<file path="config.mk">
export PLATFORM = sky130hd
export DESIGN_NAME = block_cache_directory
export DESIGN_NICKNAME = d
export VERILOG_FILES = /design/src/hw/rtl/blkcd_pkg.sv /design/src/hw/rtl/block_cache_directory.sv /design/src/hw/rtl/blkcd_slot_store.sv /design/src/hw/rtl/blkcd_ctrl.sv
export SDC_FILE = /design/constraint.sdc
export NUM_CORES = 2
export LEC_CHECK = 0
export BUFFER_PORTS_ARGS = -buffer_cell sky130_fd_sc_hd__buf_2
export CAP_MARGIN = 20
export CELL_PAD_IN_SITES_DETAIL_PLACEMENT = 1
export CELL_PAD_IN_SITES_GLOBAL_PLACEMENT = 1
export CORE_ASPECT_RATIO = 2
export CORE_MARGIN = 2
export CORE_UTILIZATION = 35
export CTS_CLUSTER_DIAMETER = 200
export DETAILED_ROUTE_END_ITERATION = 6
export GPL_TIMING_DRIVEN = 0
export HOLD_SLACK_MARGIN = 0.02
export PLACE_DENSITY = 0.59
export RECOVER_POWER = 50
export SLEW_MARGIN = 20
export SYNTH_ARGS = -nofsm -noshare
export SYNTH_HDL_FRONTEND = slang
export SYNTH_SLANG_ARGS = --single-unit
</file>
<file path="constraint.sdc">
create_clock -name i_clk -period 8.5 [get_ports i_clk]
set_clock_uncertainty 0.15 [all_clocks]
set_input_delay 1.7 -clock i_clk [delete_from_list [all_inputs] [get_ports i_clk]]
set_output_delay 1.7 -clock i_clk [all_outputs]
set_load 0.02 [all_outputs]
</file>
<file path="src/hw/rtl/blkcd_pkg.sv">
// Package for the buffer cache directory.
// Holds transfer payload types, slot row type, action and status codes.
// No dependencies.
`default_nettype none

package blkcd_pkg;

    localparam logic [2:0] ACT_GET     = 3'd0;
    localparam logic [2:0] ACT_WRITE   = 3'd1;
    localparam logic [2:0] ACT_RELEASE = 3'd2;
    localparam logic [2:0] ACT_PIN     = 3'd3;
    localparam logic [2:0] ACT_UNPIN   = 3'd4;

    localparam logic [1:0] ST_OK      = 2'd0;
    localparam logic [1:0] ST_RANGE   = 2'd1;
    localparam logic [1:0] ST_INVALID = 2'd2;
    localparam logic [1:0] ST_UNREF   = 2'd3;

    localparam logic [7:0]  COUNT_MAX       = 8'd255;
    localparam logic [31:0] DISK_BLOCKS_RST = 32'd4096;

    typedef struct packed {
        logic [2:0]  action;
        logic [15:0] device_id;
        logic [31:0] block_number;
        logic [4:0]  slot_index;
    } t_in;

    typedef struct packed {
        logic [4:0]  result_slot;
        logic        hit;
        logic        fill_needed;
        logic        write_back;
        logic [31:0] old_block_number;
        logic        forced_eviction;
        logic        write_through;
        logic [1:0]  status;
    } t_out;

    typedef struct packed {
        logic        in_use;
        logic        data_valid;
        logic        dirty;
        logic [7:0]  ref_count;
        logic [15:0] tag_device;
        logic [31:0] tag_block;
    } t_row;

    typedef struct packed {
        logic rd_en;
        logic wr_en;
    } t_mem_ctl;

endpackage

`default_nettype wire

</file>
<file path="src/hw/rtl/block_cache_directory.sv">
// Top level of the buffer cache directory: disk size register, result register,
// sequencer and slot store. Depends on blkcd_pkg, blkcd_ctrl, blkcd_slot_store.
// The directory serves one request at a time and holds o_in_stall high while it works.
// A get scans every slot through the store's single read port before its result is
// valid. Write, pin, unpin, unknown actions and a release that leaves references skip
// the scan and fetch only their own slot. A release that drops the count to zero adds
// a rank sweep over every slot after its result is posted, before the next request is
// taken. The result sits in an output register, so the next request is taken while a
// result waits; a finished request holds until that register is free. The user must
// write the disk block count by i_cfg_we only while no request is in flight; the block
// itself does not enforce this.
`default_nettype none

module block_cache_directory
    import blkcd_pkg::*;
#(
    parameter int SLOT_COUNT = 32
) (
    input  wire          i_clk,
    input  wire          i_rst_n,
    input  wire          i_in_valid,
    output logic         o_in_stall,
    input  t_in          i_in_data,
    output logic         o_out_valid,
    input  wire          i_out_stall,
    output t_out         o_out_data,
    input  wire          i_cfg_we,
    input  wire  [31:0]  i_cfg_wdata
);

    localparam int SW = $clog2(SLOT_COUNT);

    logic [31:0]   r_disk_blocks;
    logic          r_out_valid;
    t_out          r_out;

    logic          busy;
    logic          start;
    logic          out_free;
    logic          done;
    t_out          result;
    t_mem_ctl      mem_ctl;
    logic [SW-1:0] rd_addr;
    logic [SW-1:0] wr_addr;
    t_row          wr_row;
    logic [SW-1:0] wr_rank;
    t_row          rd_row;
    logic [SW-1:0] rd_rank;

    assign o_in_stall  = busy;
    assign start       = i_in_valid && !busy;
    assign out_free    = !r_out_valid || !i_out_stall;
    assign o_out_valid = r_out_valid;
    assign o_out_data  = r_out;

    always_ff @(posedge i_clk) begin
        if (!i_rst_n) begin
            r_disk_blocks <= DISK_BLOCKS_RST;
        end else if (i_cfg_we) begin
            r_disk_blocks <= i_cfg_wdata;
        end
    end

    always_ff @(posedge i_clk) begin
        if (!i_rst_n) begin
            r_out_valid <= 1'b0;
        end else if (done) begin
            r_out_valid <= 1'b1;
        end else if (!i_out_stall) begin
            r_out_valid <= 1'b0;
        end
    end

    always_ff @(posedge i_clk) begin
        if (done) begin
            r_out <= result;
        end
    end

    blkcd_ctrl #(
        .SLOT_COUNT (SLOT_COUNT)
    ) u_ctrl (
        .i_clk              (i_clk),
        .i_rst_n            (i_rst_n),
        .i_start            (start),
        .i_item             (i_in_data),
        .i_disk_block_count (r_disk_blocks),
        .i_out_free         (out_free),
        .i_rd_row           (rd_row),
        .i_rd_rank          (rd_rank),
        .o_busy             (busy),
        .o_mem_ctl          (mem_ctl),
        .o_rd_addr          (rd_addr),
        .o_wr_addr          (wr_addr),
        .o_wr_row           (wr_row),
        .o_wr_rank          (wr_rank),
        .o_done             (done),
        .o_result           (result)
    );

    blkcd_slot_store #(
        .SLOT_COUNT (SLOT_COUNT)
    ) u_store (
        .i_clk     (i_clk),
        .i_rst_n   (i_rst_n),
        .i_ctl     (mem_ctl),
        .i_rd_addr (rd_addr),
        .i_wr_addr (wr_addr),
        .i_wr_row  (wr_row),
        .i_wr_rank (wr_rank),
        .o_rd_row  (rd_row),
        .o_rd_rank (rd_rank)
    );

endmodule

`default_nettype wire

</file>
<file path="src/hw/rtl/blkcd_slot_store.sv">
// Slot store: one row per slot with tag, marks, reference count and rank.
// One read and one write port, registered read; per-row init bits give reset values.
// Depends on blkcd_pkg.
`default_nettype none

module blkcd_slot_store
    import blkcd_pkg::*;
#(
    parameter int SLOT_COUNT = 32
) (
    input  wire                            i_clk,
    input  wire                            i_rst_n,
    input  t_mem_ctl                       i_ctl,
    input  wire  [$clog2(SLOT_COUNT)-1:0]  i_rd_addr,
    input  wire  [$clog2(SLOT_COUNT)-1:0]  i_wr_addr,
    input  t_row                           i_wr_row,
    input  wire  [$clog2(SLOT_COUNT)-1:0]  i_wr_rank,
    output t_row                           o_rd_row,
    output logic [$clog2(SLOT_COUNT)-1:0]  o_rd_rank
);

    localparam int SW = $clog2(SLOT_COUNT);
    localparam logic [SW-1:0] RANK_TOP = SW'(SLOT_COUNT - 1);

    t_row            r_mem      [SLOT_COUNT];
    logic [SW-1:0]   r_rank_mem [SLOT_COUNT];
    logic [SLOT_COUNT-1:0] r_init;

    t_row            r_rd_row;
    logic [SW-1:0]   r_rd_rank;
    logic [SW-1:0]   r_rd_addr;
    logic            r_rd_init;

    always_ff @(posedge i_clk) begin
        if (i_ctl.wr_en) begin
            r_mem[i_wr_addr]      <= i_wr_row;
            r_rank_mem[i_wr_addr] <= i_wr_rank;
        end
        if (i_ctl.rd_en) begin
            r_rd_row  <= r_mem[i_rd_addr];
            r_rd_rank <= r_rank_mem[i_rd_addr];
            r_rd_addr <= i_rd_addr;
            r_rd_init <= r_init[i_rd_addr];
        end
    end

    always_ff @(posedge i_clk) begin
        if (!i_rst_n) begin
            r_init <= '0;
        end else if (i_ctl.wr_en) begin
            r_init[i_wr_addr] <= 1'b1;
        end
    end

    always_comb begin
        if (r_rd_init) begin
            o_rd_row  = r_rd_row;
            o_rd_rank = r_rd_rank;
        end else begin
            o_rd_row  = '0;
            o_rd_rank = RANK_TOP - r_rd_addr;
        end
    end

endmodule

`default_nettype wire

</file>
<file path="src/hw/rtl/blkcd_ctrl.sv">
// Sequencer of the directory: slot scan, row fetch, row update, rank sweep.
// One tag compare and one shared count adder; scan and sweep step one slot per cycle.
// Depends on blkcd_pkg; drives blkcd_slot_store.
`default_nettype none

module blkcd_ctrl
    import blkcd_pkg::*;
#(
    parameter int SLOT_COUNT = 32
) (
    input  wire                            i_clk,
    input  wire                            i_rst_n,
    input  wire                            i_start,
    input  t_in                            i_item,
    input  wire  [31:0]                    i_disk_block_count,
    input  wire                            i_out_free,
    input  t_row                           i_rd_row,
    input  wire  [$clog2(SLOT_COUNT)-1:0]  i_rd_rank,
    output logic                           o_busy,
    output t_mem_ctl                       o_mem_ctl,
    output logic [$clog2(SLOT_COUNT)-1:0]  o_rd_addr,
    output logic [$clog2(SLOT_COUNT)-1:0]  o_wr_addr,
    output t_row                           o_wr_row,
    output logic [$clog2(SLOT_COUNT)-1:0]  o_wr_rank,
    output logic                           o_done,
    output t_out                           o_result
);

    localparam int SW = $clog2(SLOT_COUNT);
    localparam int XW = (SW > 5) ? SW : 5;
    localparam logic [SW:0]   CNT_END  = (SW+1)'(SLOT_COUNT);
    localparam logic [SW-1:0] RANK_TOP = SW'(SLOT_COUNT - 1);
    localparam logic [XW:0]   SLOT_LIM = (XW+1)'(SLOT_COUNT);

    typedef enum logic [4:0] {
        S_IDLE   = 5'b00001,
        S_SCAN   = 5'b00010,
        S_FETCH  = 5'b00100,
        S_UPDATE = 5'b01000,
        S_SWEEP  = 5'b10000
    } t_state;

    t_state        r_state,     n_state;
    t_in           r_item,      n_item;
    logic [SW:0]   r_cnt,       n_cnt;
    logic [SW-1:0] r_pidx,      n_pidx;
    logic          r_hit_found, n_hit_found;
    logic [SW-1:0] r_hit_idx,   n_hit_idx;
    logic          r_vic_found, n_vic_found;
    logic [SW-1:0] r_vic_idx,   n_vic_idx;
    logic [SW-1:0] r_vic_rank,  n_vic_rank;
    logic [SW-1:0] r_zero_idx,  n_zero_idx;
    logic [SW-1:0] r_slot,      n_slot;
    logic [SW-1:0] r_old_rank,  n_old_rank;

    logic [XW-1:0] item_slot_x;
    logic [XW-1:0] res_slot_x;
    logic [SW-1:0] item_addr;
    logic          ok_slot;
    logic          tag_match;
    logic [31:0]   cmp_block;
    logic          out_of_range;
    logic          cnt_up;
    logic [7:0]    cnt_sum;
    t_row          row_n;

    assign item_slot_x = XW'(r_item.slot_index);
    assign item_addr   = item_slot_x[SW-1:0];
    assign ok_slot     = ({1'b0, item_slot_x} < SLOT_LIM);
    assign res_slot_x  = XW'(r_slot);

    assign tag_match = i_rd_row.in_use
                    && (i_rd_row.tag_device == r_item.device_id)
                    && (i_rd_row.tag_block == r_item.block_number);

    assign cmp_block    = (r_item.action == ACT_GET) ? r_item.block_number
                                                     : i_rd_row.tag_block;
    assign out_of_range = (cmp_block >= i_disk_block_count);

    assign cnt_up  = (r_item.action == ACT_GET) || (r_item.action == ACT_PIN);
    assign cnt_sum = cnt_up ? (i_rd_row.ref_count + 8'd1) : (i_rd_row.ref_count - 8'd1);

    assign o_busy = (r_state != S_IDLE);

    always_comb begin
        n_state     = r_state;
        n_item      = r_item;
        n_cnt       = r_cnt;
        n_pidx      = r_pidx;
        n_hit_found = r_hit_found;
        n_hit_idx   = r_hit_idx;
        n_vic_found = r_vic_found;
        n_vic_idx   = r_vic_idx;
        n_vic_rank  = r_vic_rank;
        n_zero_idx  = r_zero_idx;
        n_slot      = r_slot;
        n_old_rank  = r_old_rank;
        o_mem_ctl   = '0;
        o_rd_addr   = r_cnt[SW-1:0];
        o_wr_addr   = r_slot;
        o_wr_row    = i_rd_row;
        o_wr_rank   = i_rd_rank;
        o_done      = 1'b0;
        o_result    = '0;
        row_n       = i_rd_row;

        case (r_state)
            S_IDLE: begin
                if (i_start) begin
                    n_item      = i_item;
                    n_cnt       = '0;
                    n_hit_found = 1'b0;
                    n_vic_found = 1'b0;
                    n_zero_idx  = '0;
                    n_state     = (i_item.action == ACT_GET) ? S_SCAN : S_FETCH;
                end
            end

            S_SCAN: begin
                if (r_cnt != CNT_END) begin
                    o_mem_ctl.rd_en = 1'b1;
                    n_pidx          = r_cnt[SW-1:0];
                    n_cnt           = r_cnt + 1'b1;
                end
                if (r_cnt != '0) begin
                    if (tag_match && !r_hit_found) begin
                        n_hit_found = 1'b1;
                        n_hit_idx   = r_pidx;
                    end
                    if ((i_rd_row.ref_count == 8'd0)
                        && (!r_vic_found || (i_rd_rank < r_vic_rank))) begin
                        n_vic_found = 1'b1;
                        n_vic_idx   = r_pidx;
                        n_vic_rank  = i_rd_rank;
                    end
                    if (i_rd_rank == '0) begin
                        n_zero_idx = r_pidx;
                    end
                end
                if (r_cnt == CNT_END) begin
                    n_state = S_FETCH;
                end
            end

            S_FETCH: begin
                if (r_item.action == ACT_GET) begin
                    n_slot = r_hit_found ? r_hit_idx : (r_vic_found ? r_vic_idx : r_zero_idx);
                end else begin
                    n_slot = item_addr;
                end
                o_rd_addr       = n_slot;
                o_mem_ctl.rd_en = 1'b1;
                n_state         = S_UPDATE;
            end

            S_UPDATE: begin
                if (i_out_free) begin
                    o_done                = 1'b1;
                    o_result.result_slot  = r_item.slot_index;
                    n_state               = S_IDLE;
                    case (r_item.action)
                        ACT_GET: begin
                            o_result.result_slot = res_slot_x[4:0];
                            if (r_hit_found) begin
                                o_result.hit = 1'b1;
                                if (i_rd_row.ref_count != COUNT_MAX) begin
                                    row_n.ref_count = cnt_sum;
                                end
                            end else begin
                                if (i_rd_row.in_use && i_rd_row.dirty && i_rd_row.data_valid) begin
                                    o_result.write_back       = 1'b1;
                                    o_result.old_block_number = i_rd_row.tag_block;
                                end
                                o_result.forced_eviction = !r_vic_found;
                                row_n.in_use     = 1'b1;
                                row_n.data_valid = 1'b0;
                                row_n.dirty      = 1'b0;
                                row_n.ref_count  = 8'd1;
                                row_n.tag_device = r_item.device_id;
                                row_n.tag_block  = r_item.block_number;
                            end
                            if (!row_n.data_valid) begin
                                if (out_of_range) begin
                                    o_result.status = ST_RANGE;
                                end else begin
                                    o_result.fill_needed = 1'b1;
                                    row_n.data_valid     = 1'b1;
                                end
                            end
                            o_wr_row        = row_n;
                            o_mem_ctl.wr_en = 1'b1;
                        end
                        ACT_WRITE: begin
                            if (!ok_slot || !i_rd_row.data_valid) begin
                                o_result.status = ST_INVALID;
                            end else begin
                                row_n.dirty     = 1'b1;
                                o_wr_row        = row_n;
                                o_mem_ctl.wr_en = 1'b1;
                                if (out_of_range) begin
                                    o_result.status = ST_RANGE;
                                end else begin
                                    o_result.write_through = 1'b1;
                                end
                            end
                        end
                        ACT_RELEASE: begin
                            if (!ok_slot || (i_rd_row.ref_count == 8'd0)) begin
                                o_result.status = ST_UNREF;
                            end else begin
                                row_n.ref_count = cnt_sum;
                                o_wr_row        = row_n;
                                o_mem_ctl.wr_en = 1'b1;
                                if (cnt_sum == 8'd0) begin
                                    n_old_rank = i_rd_rank;
                                    n_cnt      = '0;
                                    n_state    = S_SWEEP;
                                end
                            end
                        end
                        ACT_PIN: begin
                            if (ok_slot && (i_rd_row.ref_count != COUNT_MAX)) begin
                                row_n.ref_count = cnt_sum;
                                o_wr_row        = row_n;
                                o_mem_ctl.wr_en = 1'b1;
                            end
                        end
                        ACT_UNPIN: begin
                            if (ok_slot && (i_rd_row.ref_count != 8'd0)) begin
                                row_n.ref_count = cnt_sum;
                                o_wr_row        = row_n;
                                o_mem_ctl.wr_en = 1'b1;
                            end
                        end
                        default: begin
                        end
                    endcase
                end
            end

            S_SWEEP: begin
                if (r_cnt != CNT_END) begin
                    o_mem_ctl.rd_en = 1'b1;
                    n_pidx          = r_cnt[SW-1:0];
                    n_cnt           = r_cnt + 1'b1;
                end
                if (r_cnt != '0) begin
                    o_mem_ctl.wr_en = 1'b1;
                    o_wr_addr       = r_pidx;
                    if (r_pidx == r_slot) begin
                        o_wr_rank = RANK_TOP;
                    end else if (i_rd_rank > r_old_rank) begin
                        o_wr_rank = i_rd_rank - 1'b1;
                    end
                end
                if (r_cnt == CNT_END) begin
                    n_state = S_IDLE;
                end
            end

            default: begin
                n_state = S_IDLE;
            end
        endcase
    end

    always_ff @(posedge i_clk) begin
        if (!i_rst_n) begin
            r_state <= S_IDLE;
        end else begin
            r_state <= n_state;
        end
    end

    always_ff @(posedge i_clk) begin
        r_item      <= n_item;
        r_cnt       <= n_cnt;
        r_pidx      <= n_pidx;
        r_hit_found <= n_hit_found;
        r_hit_idx   <= n_hit_idx;
        r_vic_found <= n_vic_found;
        r_vic_idx   <= n_vic_idx;
        r_vic_rank  <= n_vic_rank;
        r_zero_idx  <= n_zero_idx;
        r_slot      <= n_slot;
        r_old_rank  <= n_old_rank;
    end

endmodule

`default_nettype wire

</file>
[After elaboration in Yosys (flattened, before gate mapping)]
Memory sizes are Yosys's and may differ from the RTL's. A register that Yosys moved wholly into a read port is not among the register bits.
Index checks and enable logic that the tools add are counted.
Storage, ports and cells
  flip-flop bits (word level): 219
  bits in latches: 0
  memory bits (writable): 2048
  memory bits (read-only): 0
  input port bits: 93
  output and inout port bits: 46
  word-level logic and storage cells: 205
  memories: 2
Memory list
  u_store.r_mem: words 32, bits a word 59, rd ports 1, clocked after memory_dff 1, write ports 1, RTL line blkcd_slot_store.sv:25  | t_row r_mem [SLOT_COUNT];
  u_store.r_rank_mem: words 32, bits a word 5, rd ports 1, clocked after memory_dff 1, write ports 1, RTL line blkcd_slot_store.sv:26  | logic [SW-1:0] r_rank_mem [SLOT_COUNT];
Operators by class
  add/sub/neg operators: 5
  multiply operators: 0
  divide/modulo/power cells: 0
  magnitude comparators: 6
  equal/unequal tests: 29
  shift-type cells: 0
  multiplexer cells: 87
  bitwise operators: 6
  reduce and logical (&&, ||, !) cells: 42
Operators with widths (count)
  $pmux 59 s5: 1
  $mux 59: 3
  $mux 56: 3
  $mux 5: 21
  $mux 58: 1
  $mux 48: 1
  $mux 41: 1
  $mux 6: 6
  $mux 34: 1
  $mux 33: 1
  $eq 32x32->1: 1
  $ge 32x32->1: 1
  $mux 32: 1
  $or 32x32->32: 1
  $mux 1: 25
  $pmux 5 s5: 1
  $mux 8: 3
  $reduce_and 4->1: 5
  $ne 2x1->1 const B: 9
  $pmux 6 s3: 1
  $eq 16x16->1: 1
  $logic_not 8->1: 2
  $mux 3: 5
  $lt 5x6->1 const B: 2
  46 further kinds: 78

[Longest topological paths before layout]
  depth in word-level cells: 9
  mapped depth: 18
  gate-level depth less buffers: 13

[Modules after synthesis]
A second synthesis with hierarchy kept.
Unflattened totals
  cell total of the unflattened synthesis: 4901
  area, all modules: 91810.6 um2
Modules (own cells, without submodules)
  blkcd_slot_store: instances 1, cells an instance 3974, area each 81684.6 um2, seq. area each 64241.6 um2
  blkcd_ctrl: instances 1, cells an instance 775, area each 7522.2 um2, seq. area each 3072.9 um2
  block_cache_directory: instances 1, cells an instance 152, area each 2603.7 um2, seq. area each 1981.9 um2

[Least setup slack after synthesis]
No wires, ideal clock.
  path kind: input port to flip-flop
  start: in i_out_stall
  end: mem u_store.r_mem[28][0] in the netlist's numbering, enable pin
  library setup time: 0.488 ns
  arrival: 5.420 ns
  data required time: 7.862 ns
  setup slack: 2.441 ns
  cell stages on the path: 7
  cells stage by stage: nand2_1 nand4_1 clkbuf_1 a21oi_1 a32o_1 nand2_1 nor2_1
On the way
  word-level cells in the longest chain between the ends: 6
RTL lines
  start: declaration: RTL line block_cache_directory.sv:25  | input wire i_out_stall,
  $logic_not 1->1
  $logic_or 1x1->1: RTL line block_cache_directory.sv:52  | assign out_free = !r_out_valid || !i_out_stall;
  $mux 1: RTL line blkcd_ctrl.sv:157  | if (i_out_free) begin
  $pmux 1 s2: RTL line blkcd_ctrl.sv:107  | case (r_state)
  $mux 1: RTL line blkcd_slot_store.sv:35  | if (i_ctl.wr_en) begin
  $mux 1 (not written as such): RTL line blkcd_slot_store.sv:36  | r_mem[i_wr_addr] <= i_wr_row;
  end: declaration: RTL line blkcd_slot_store.sv:25
Every way passes these cells.

[Worst setup path in the final report]
  start: in i_out_stall
  end: mem u_store.r_mem[5][50] in the netlist's numbering, enable pin
The elaborated chain is that of the path after synthesis.

==> run summary <==
peak per-stage delay on the critical path: 1640 ps
Final ANT Viol Nets: 0
H-Tree Depth: 4
drt drc: 0
Iteration-0 DRC Markers: 9,151
Gate power share: 33.3%
max_cap viols: 71
Max Freq: 126 MHz
status: finished with violations
die height: 737 um
Max Slew Vio Count: 1,090
Flop pwr share: 38.1%
Synth area leader: edfxtp_1
wire per inst: 38.6 um
Initial Util: 35.1%
total setup buffers inserted after CTS: 0
Hold Path Depth: 1
Register Area: 69,300 um^2
WL final: 437,000 um
Mean Syn Cell Area: 13.5 um^2
Port-buffer cells: 136
Most used DFF post-synth: edfxtp_1
Ports: 139
FF-to-FF path depth: 10
reg2reg end: u_store.r_mem[5][50]$_DFFE_PP_
Root Driver: clkbuf_16
Clock Tree Buf Depth: 4
Die ar.: 273,000 um^2
# setup viols final: 0
nets@finish: 7,730
Min-Delay Startpoint: u_store.r_init[15]$_SDFFE_PN0P_
Die W: 370 um
CTS tree: built
ys async rst share: 0%
area occupied by multi-input gates: 23,000 um^2
crit end category: flip-flop
worst vdd ir: 0.000199 V
All-Layer GR Usage: 31.4%
Internal: 20.9 mW
Max transition margin: -144%
worst reg2reg setup slack: 620 ps
FILL cells: 27,900
sequential area share after synthesis: 73.7%
Mapped Area: 94,000 um^2
EDFF count, synth: 2,261
RSZ-0062 raised after global routing: no
Clock Latency Late Sink: 980 ps
largest net degree at the start of global routing: 51
required time of the worst setup path: 8970 ps
cts hold-fix bufs: 0
Startpoint Class: input port
detail-routed via count per cell: 5.99
vias in the first global route: 65,800
critical path arrival: 8430 ps
slowest cell on the critical path: nor2_1
layout cell share with drive strength beyond 1: 11.0%
crit path kind: in -> reg
Period Utilization, post-route: 93.7%
Critical Path Most Common Cell: clkbuf_1
Leak: 37.5 nW
via count: 67,700
clk sinks: 2,331
Area contributors post-synth: edfxtp_1, nand2_1, mux2i_1
PwrDens: 316 nW/um^2
Yosys cell types: 78
Tightest Hold Check Type: reg -> reg
P&R area growth vs syn: 16.4%
Clk pwr share: 28.6%
Core Box Area: 268,000 um^2
post-synthesis register bit count: 2,331
worst slack, placed: 1510 ps
Final Hold Fails: 0
worst setup margin: 539 ps
Mapped Cells: 6,978
initial antenna violation count: 44
GR Overflow Total: 0
post-DP HPWL: 319,000 um
worst path cell trace: buf_2 -> nand2_1 -> nand4_1 -> clkbuf_1 -> a21oi_1 -> a32o_1 -> nand2_1 -> nor2_1 -> clkbuf_1 -> clkbuf_1 -> buf_12
Sw Share: 39.6%
Worst Tran Pin Value: 3630 ps
RePlAce Congestion: 0.962
reg2reg start: u_store.r_rd_init$_DFFE_PP_
Ys Warns: 0
failing checks: max-capacitance violations, max-slew violations
Yosys top cell area share: 72.2%
Reg clk slew, reported paths: 60 ps
worst-path maximum fanout: 19
min Tclk post-route: 7960 ps
drt pass-1 iters: 6
Post-Syn Nets: 7,124
CTS Buf Count: 226
cts repair resizes: 0
first-pass GRT wire length: 578,000 um
Rows: 269
total power: 34.5 mW
hold endpoint: u_store.r_init[15]$_SDFFE_PN0P_
switching power: 13.7 mW
cell usage in the layout (no fill, tap or decap), types with 91 or more instances in the layout:
| cell type | netlist | layout |
|---|---|---|
| mux2i_1 | 245 | 245 |
| nand2_1 | 1785 | 1780 |
| a21oi_1 | 215 | 213 |
| o21ai_0 | 185 | 141 |
| inv_1 | 92 | 91 |
| nor2_1 | 140 | 134 |
| and3_1 | 152 | 152 |
| buf_2 | 203 | 266 |
| a22oi_1 | 91 | 91 |
| nand3_1 | 458 | 458 |
| clkbuf_16 | 0 | 229 |
| a31oi_1 | 171 | 167 |
| clkbuf_1 | 148 | 383 |
| edfxtp_1 | 2261 | 2261 |
worst max path at each step:
stage,from,end,slack (ps),cells past startpoint
after CTS,u_store.r_rd_init$_DFFE_PP_,u_ctrl.r_cnt[2]$_SDFFCE_PN0P_,1500,17
after global placement,i_out_stall,u_store.r_mem[5][50]$_DFFE_PP_,-4090,8
after global routing,u_store.r_rd_init$_DFFE_PP_,u_ctrl.r_cnt[5]$_SDFFCE_PN0P_,740,17
after detailed placement,u_store.r_rd_init$_DFFE_PP_,u_ctrl.r_cnt[2]$_SDFFCE_PN0P_,1510,17
after floorplan,i_out_stall,u_store.r_mem[28][0]$_DFFE_PP_,2440,7
final,i_out_stall,u_store.r_mem[5][50]$_DFFE_PP_,540,11
metrics by stage:
stage | std cells | hold WS [ps] | util (%) | setup TNS (ps) | cell area [um^2]
2_1_floorplan | 6978 | 290 | - | 0 | 94000
3_3_place_gp | 10600 | 295 | 37.0 | -7842870 | 99100
3_5_place_dp | 10900 | 303 | 39.4 | 0 | 105000
4_1_cts | 11300 | 318 | 41.9 | 0 | 112000
5_1_grt | 11300 | 330 | 40.8 | 0 | 109000
6_report | 11300 | 318 | 40.9 | 0 | 109000
cell usage after synthesis (6+ instances only):
| library cell | number |
|---|---|
| nand2b_1 | 13 |
| a21o_1 | 14 |
| nor2_1 | 140 |
| o21ai_0 | 185 |
| a22o_1 | 10 |
| a211oi_1 | 20 |
| edfxtp_1 | 2261 |
| nand4_1 | 43 |
| a32oi_1 | 60 |
| buf_4 | 36 |
| a22oi_1 | 91 |
| and2_1 | 14 |
| nand3_1 | 458 |
| nand3b_1 | 9 |
| mux2_2 | 30 |
| nor3_1 | 24 |
| a221oi_1 | 34 |
| o32ai_1 | 6 |
| o2111ai_1 | 11 |
| xor2_1 | 13 |
| o221ai_1 | 18 |
| a32o_1 | 33 |
| clkbuf_1 | 148 |
| ha_1 | 52 |
| a2111oi_0 | 13 |
| buf_1 | 30 |
| mux2i_1 | 245 |
| a31oi_1 | 171 |
| o22ai_1 | 42 |
| buf_2 | 203 |
| o21a_1 | 38 |
| a311oi_1 | 6 |
| dfxtp_1 | 70 |
| nand2_1 | 1785 |
| o211ai_1 | 11 |
| nor4_1 | 28 |
| a21oi_1 | 215 |
| o21ai_1 | 10 |
| inv_1 | 92 |
| xnor2_1 | 17 |
| o31ai_1 | 9 |
| and3_1 | 152 |
| nor2b_1 | 39 |
sequential cells by signal (all words and copies together) (netlist names), 6 cells and up:
name / cells
u_store.r_init: 32
u_ctrl.r_item: 51
u_ctrl.r_cnt: 6
o_out_data: 44
u_store.r_rank_mem: 160
u_store.r_mem: 1888
r_disk_blocks: 32
u_store.r_rd_row: 59
metal layers:
layer / track usage, % / up-vias / routed length [um]
met2: 48.9 / 4276 / 195000
met5: 0 / - / 102
met4: 23.2 / 14 / 41100
met3: 6.98 / 1306 / 44000
li1: - / 27200 / -
met1: 38.2 / 34900 / 156000
power groups by stage:
stage	logic, mW	registers (mW)	clock network [mW]
final	11.5	13.1	9.87
after detailed placement	10.9	13.4	0
after global placement	10.4	13.5	0
after global routing	11.4	13.1	10.3
after CTS	10.9	13.1	9.90
after floorplan	4.58	13.3	0
critical path: cells and delay by family:
family,cells,cell delay [ps]
buffers and inverters,5,3520
and+or+nand+nor,4,2320
AOI/OAI and AO/OA,2,780
layout make-up:
class	count	share of cell area (%)
multi-input combinational	4129	21.0
tap	3523	4.03
antenna	35	0.0801
sequential	2331	63.4
inverter	97	0.336
buffer	421	1.87
clock buffer	278	5.43
timing repair buffer	378	3.03
clock inverter	109	0.834
cells by family (layout without fill, tap and decap cells):
group / after synthesis / after routing / synth area share (%)
flops: 2331 / 2331 / 73.7
compound gates: 1030 / 1030 / 7.20
other cells: 0 / 35 / 0
xor+xnor: 30 / 30 / 0.280
simple gates: 2740 / 2740 / 12.5
fa+ha+maj: 54 / 54 / 0.724
mux: 275 / 275 / 2.97
buf+inv: 518 / 1283 / 2.54
Note: power is estimated with default switching activity, not from simulation.
